[config.mk]
export PLATFORM = sky130hd
export DESIGN_NAME = tdq_controller
export DESIGN_NICKNAME = d
export VERILOG_FILES = /design/src/hw/rtl/tdq_pkg.sv /design/src/hw/rtl/tdq_controller.sv
export SDC_FILE = /design/constraint.sdc
export NUM_CORES = 1
export LEC_CHECK = 0
export BUFFER_PORTS_ARGS = -buffer_cell sky130_fd_sc_hd__buf_2
export CORE_AREA = 5 5 42 44
export DETAILED_ROUTE_END_ITERATION = 16
export DIE_AREA = 0 0 47 49
export PLACE_DENSITY = 0.57
export SLEW_MARGIN = 20
export SYNTH_ARGS = -nofsm -noshare
export SYNTH_HDL_FRONTEND = slang
export SYNTH_SLANG_ARGS = --single-unit
export TNS_END_PERCENT = 30
[constraint.sdc]
create_clock -name clock -period 1.5 [get_ports clock]
set_clock_uncertainty 0.15 [all_clocks]
set_input_delay 0.15 -clock clock [delete_from_list [all_inputs] [get_ports clock]]
set_output_delay 0.15 -clock clock [all_outputs]
set_load 0.01 [all_outputs]
[src/hw/rtl/tdq_pkg.sv]
// Types and constants shared by the timer deadline queue modules.
`default_nettype none
package tdq_pkg;

   // Most timers that one expire transaction may pop.
   localparam int MAX_RESULTS = 16;
   localparam int CNT_W       = $clog2(MAX_RESULTS + 1);
   localparam int IDX_W       = $clog2(MAX_RESULTS);

   localparam logic FUNC_ADD    = 1'b0;
   localparam logic FUNC_EXPIRE = 1'b1;

   localparam logic [1:0] KIND_ADD   = 2'd0;
   localparam logic [1:0] KIND_FIRED = 2'd1;
   localparam logic [1:0] KIND_NONE  = 2'd2;

   typedef struct packed {
      logic        func;
      logic [7:0]  handle;
      logic [63:0] deadline;
      logic [39:0] period;
      logic [63:0] now;
   } req_type;

   typedef struct packed {
      logic [1:0]  kind;
      logic [7:0]  fired_handle;
      logic        head_moved;
      logic [63:0] next_deadline;
      logic        queue_empty;
      logic        overflow;
      logic        last;
   } rsp_type;

   typedef enum logic [2:0] {
      ST_IDLE,
      ST_POP,
      ST_SUM,
      ST_INS,
      ST_ADD_RSP,
      ST_FIRE_RSP,
      ST_NONE_RSP
   } state_type;

   typedef struct packed {
      logic       add_req;
      logic       start_exp;
      logic       pop;
      logic       sum;
      logic       reins;
      logic       k_inc;
      logic       k_clr;
      logic       load_out;
      logic [1:0] out_sel;
   } cmd_type;

   typedef struct packed {
      logic head_due;
      logic n_full;
      logic n_zero;
      logic k_last;
      logic out_free;
   } status_type;

endpackage
`default_nettype wire

[src/hw/rtl/tdq_controller.sv]
// Sequencer that steps the timer queue datapath through adds and expiries.
`default_nettype none
module tdq_controller (
   input  wire logic               clock,
   input  wire logic               reset,
   input  wire logic               req_valid,
   input  wire logic               req_func,
   output logic                    req_ready,
   input  wire tdq_pkg::status_type status,
   output tdq_pkg::cmd_type        cmd
);

   tdq_pkg::state_type state_ff, state_in;

   always_ff @(posedge clock) begin
      if (reset) begin
         state_ff <= tdq_pkg::ST_IDLE;
      end else begin
         state_ff <= state_in;
      end
   end

   always_comb begin
      state_in  = state_ff;
      req_ready = 1'b0;
      cmd       = '0;
      unique case (state_ff)
         tdq_pkg::ST_IDLE: begin
            req_ready = 1'b1;
            if (req_valid) begin
               if (req_func == tdq_pkg::FUNC_ADD) begin
                  cmd.add_req = 1'b1;
                  state_in    = tdq_pkg::ST_ADD_RSP;
               end else begin
                  cmd.start_exp = 1'b1;
                  state_in      = tdq_pkg::ST_POP;
               end
            end
         end
         tdq_pkg::ST_POP: begin
            if (status.head_due && !status.n_full) begin
               cmd.pop = 1'b1;
            end else if (status.n_zero) begin
               state_in = tdq_pkg::ST_NONE_RSP;
            end else begin
               state_in = tdq_pkg::ST_SUM;
            end
         end
         tdq_pkg::ST_SUM: begin
            cmd.sum  = 1'b1;
            state_in = tdq_pkg::ST_INS;
         end
         tdq_pkg::ST_INS: begin
            cmd.reins = 1'b1;
            if (status.k_last) begin
               cmd.k_clr = 1'b1;
               state_in  = tdq_pkg::ST_FIRE_RSP;
            end else begin
               cmd.k_inc = 1'b1;
               state_in  = tdq_pkg::ST_SUM;
            end
         end
         tdq_pkg::ST_ADD_RSP: begin
            if (status.out_free) begin
               cmd.load_out = 1'b1;
               cmd.out_sel  = tdq_pkg::KIND_ADD;
               state_in     = tdq_pkg::ST_IDLE;
            end
         end
         tdq_pkg::ST_FIRE_RSP: begin
            if (status.out_free) begin
               cmd.load_out = 1'b1;
               cmd.out_sel  = tdq_pkg::KIND_FIRED;
               if (status.k_last) begin
                  state_in = tdq_pkg::ST_IDLE;
               end else begin
                  cmd.k_inc = 1'b1;
               end
            end
         end
         tdq_pkg::ST_NONE_RSP: begin
            if (status.out_free) begin
               cmd.load_out = 1'b1;
               cmd.out_sel  = tdq_pkg::KIND_NONE;
               state_in     = tdq_pkg::ST_IDLE;
            end
         end
         default: begin
            state_in = tdq_pkg::ST_IDLE;
         end
      endcase
   end

endmodule
`default_nettype wire

==> results by group <==
Run status
  • Status: completed

Power
  • Power per cell area: 677.9 mW/mm^2
  • Maximum vdd drop: about 0.22 mV
  • LEAKAGE: approximately 0.25 nW

Routing
  • Length of the first detailed-routing pass in iterations: 4
  • Highest metal used: met4
  • Post-detailed-route wirelength per cell: approximately 11 microns
  • Initial DRC Count: 14
  • Vias/cell: between 4 and 5
  • Wl on met1: ~380 microns
  • Detail Route met2 WL: 479 microns
  • WL final: ~920 microns
  • Final ANT Viol Nets: 0
  • Met3 WL: between 50 and 60 microns
  • Via count: approximately 400
  • Drt drc: 0

CTS
  • Sink Count: 3
  • Max Root-Sink Buffers: 2
  • Clock Latency Late Sink: ~0.24 ns
  • Number of CTS-inserted buffers: 3
  • Htree depth: 1
  • Setup Buffers After CTS: 0
  • Root buf cell: clkbuf_4
  • CTS tree: done
  • Reg clk slew, reported paths: 0.04 ns

Placed design
  • Cell total after placement: between 70 and 80
  • Detailed placement HPWL: a little over 700 microns
  • Final Wtd Congestion: approximately 0.74
  • Buffers on Ports: 19

Floorplanning
  • Initial Utilization: 22.95%
  • DIE AREA: 0.002303 sq mm
  • Row Count: 14
  • Die width: about 47 microns
  • I/O pins: 20
  • Placeable core region: roughly 0.0014 sq mm
  • Die H: 49 microns

Setup path
  • Worst setup EP type: primary output
  • Slowest CP cell: dfxtp_4
  • CP required: between 1 and 1.5 ns
  • Worst stage delay on the critical path: between 0.4 and 0.5 ns
  • CP max FO: 11
  • Cell Chain, Critical Path: and3b_2 -> and2_1 -> buf_2
  • Setup Crit Path Kind: reg -> out
  • Worst Path Arrival: between 1 and 1.5 ns
  • Reg2Reg Setup Slack: around 0.08 ns
  • Startpoint Class: flop

Synthesis
  • Synth cell types: 27
  • Synth top area share: 18.68%
  • Mapped cell area: between 300 and 400 sq um
  • Syn Nets: 52
  • Synth warn: 0
  • Top cells by area, synth: dfxtp_1, nor3b_1, nor2_1
  • Register area share after synthesis: 18.68%
  • Mapped Cells: between 40 and 50
  • Yosys top cell by area: dfxtp_1
  • FF+latch count, synth: 3
  • Syn avg cell area: roughly 7.5 sq um

Final layout
  • Commonest cells after routing, fill and taps aside: buf_2, nor2_1
  • Largest Register: state_ff
  • Share of cells above drive strength 1: about 59%
  • Layout Cells excl Fill: 84
  • Ant diodes: 0
  • Largest registers: state_ff (3)
  • Max reg flops: 3
  • Commonest non-fill, non-tap cell in the layout: buf_2
  • Final nets: 78
  • Post-Route Utilization: around 37%
  • Area Growth Syn to Fin: 60.31%

Global routing
  • Antenna violations before repair: 0
  • Total global routing track utilization: under 10%
  • Vias in the first global route: 373
  • Largest net degree at the start of global routing: 12
  • Global-route wire length before repair: around 1.4 mm
  • GRT overflow: 0

STA
  • Fmax: between 600 and 700 MHz
  • Hold slack: ~0.11 ns
  • Least-Margin Pin Slew: 0.2126 ns
  • Worst rel slew slack: 85.74%
  • RSZ-0062 raised after global routing: yes
  • Final worst path period share: a little under 100%
  • Min Tclk post-route: between 1 and 1.5 ns
  • Slew Limit Fails: 0
  • Final Hold Vio Count: 0
  • Final setup fails: 0

Job
  • Max cap viols: 0

Worst hold path
  • Min-delay worst type: in -> reg
[report_power, final]
part           switching (W)  internal [W]
clock              0.0000445     0.0000999
combinational      0.0000488     0.0000583
sequential         0.0000137     0.0000842
total               0.000107      0.000242
[area by class of cell]
class	count	area [sq um]
clock buffer	4	26.28
inverter	1	3.754
timing repair buffer	24	138.9
tap	16	20.02
sequential	3	71.32
fill	159	885.9
multi-input combinational	36	255.2
[critical path: cells and delay by family (launching register included)]
kind / cells / cell delay [ns]
AND/OR/NAND/NOR: 2 / 0.38
flip-flops: 1 / 0.42
buffers and inverters: 1 / 0.14
[per-stage QoR]
step	worst slack [ns]	setup TNS [ns]	area [sq um]	total power [W]
after floorplan	0.02966	0	321.6	0.0001554
after global placement	0.03943	0	445.4	0.0001965
after detailed placement	0.07349	0	445.4	0.0001960
after CTS	0.009365	0	500.5	0.0003472
after global routing	-0.02352	-0.02686	515.5	0.0003738
final	0.02111	0	515.5	0.0003495
[cell families (layout without fill, tap and decap cells)]
kind of cell / Yosys count / count (layout) / synth area share (%)
AO/OA/AOI/OAI: 12 / 12 / 26.07
AND/OR/NAND/NOR: 24 / 24 / 47.48
buffers and inverters: 4 / 29 / 7.781
flip-flops: 3 / 3 / 18.68
[cell usage after synthesis]
| master | count |
|---|---|
| buf_6 | 1 |
| a31oi_1 | 2 |
| and3_1 | 1 |
| nor3b_1 | 3 |
| nor3_2 | 1 |
| and2_1 | 1 |
| and2b_2 | 1 |
| nand2b_2 | 1 |
| buf_2 | 2 |
| inv_1 | 1 |
| a211o_1 | 2 |
| o21ai_0 | 1 |
| nand2b_1 | 2 |
| or2_1 | 1 |
| a21oi_2 | 1 |
| nand2_1 | 3 |
| and3b_2 | 1 |
| a211oi_2 | 1 |
| dfxtp_1 | 3 |
| or3_1 | 1 |
| nor2_1 | 5 |
| nor3_1 | 1 |
| a21oi_1 | 3 |
| and2_4 | 1 |
| o21ai_1 | 1 |
| nand3b_2 | 1 |
| a211oi_1 | 1 |
[metal layers]
metal / up-vias / GRT usage [%]
met2: 15 / 13.57
met4: 0 / 5.530
li1: 205 / -
met1: 176 / 10.07
met5: - / 0
met3: 2 / 0.3690
[timing repair]
action	4_1_cts	5_1_grt
hold buffers	1	0
hold endpoints to repair	3	0
setup endpoints to repair	6	4
gates cloned	0	0
gates resized for setup	7	4
[final timing paths]
kind | cells past startpoint | to | start
worst max-delay path | 3 | cmd[3] | state_ff[1]
worst min-delay path | 3 | state_ff[1] | status[1]
worst max register to register | 4 | state_ff[1] | state_ff[0]
worst min register to register | 2 | state_ff[1] | state_ff[2]
(Power assumes the default switching activity.)
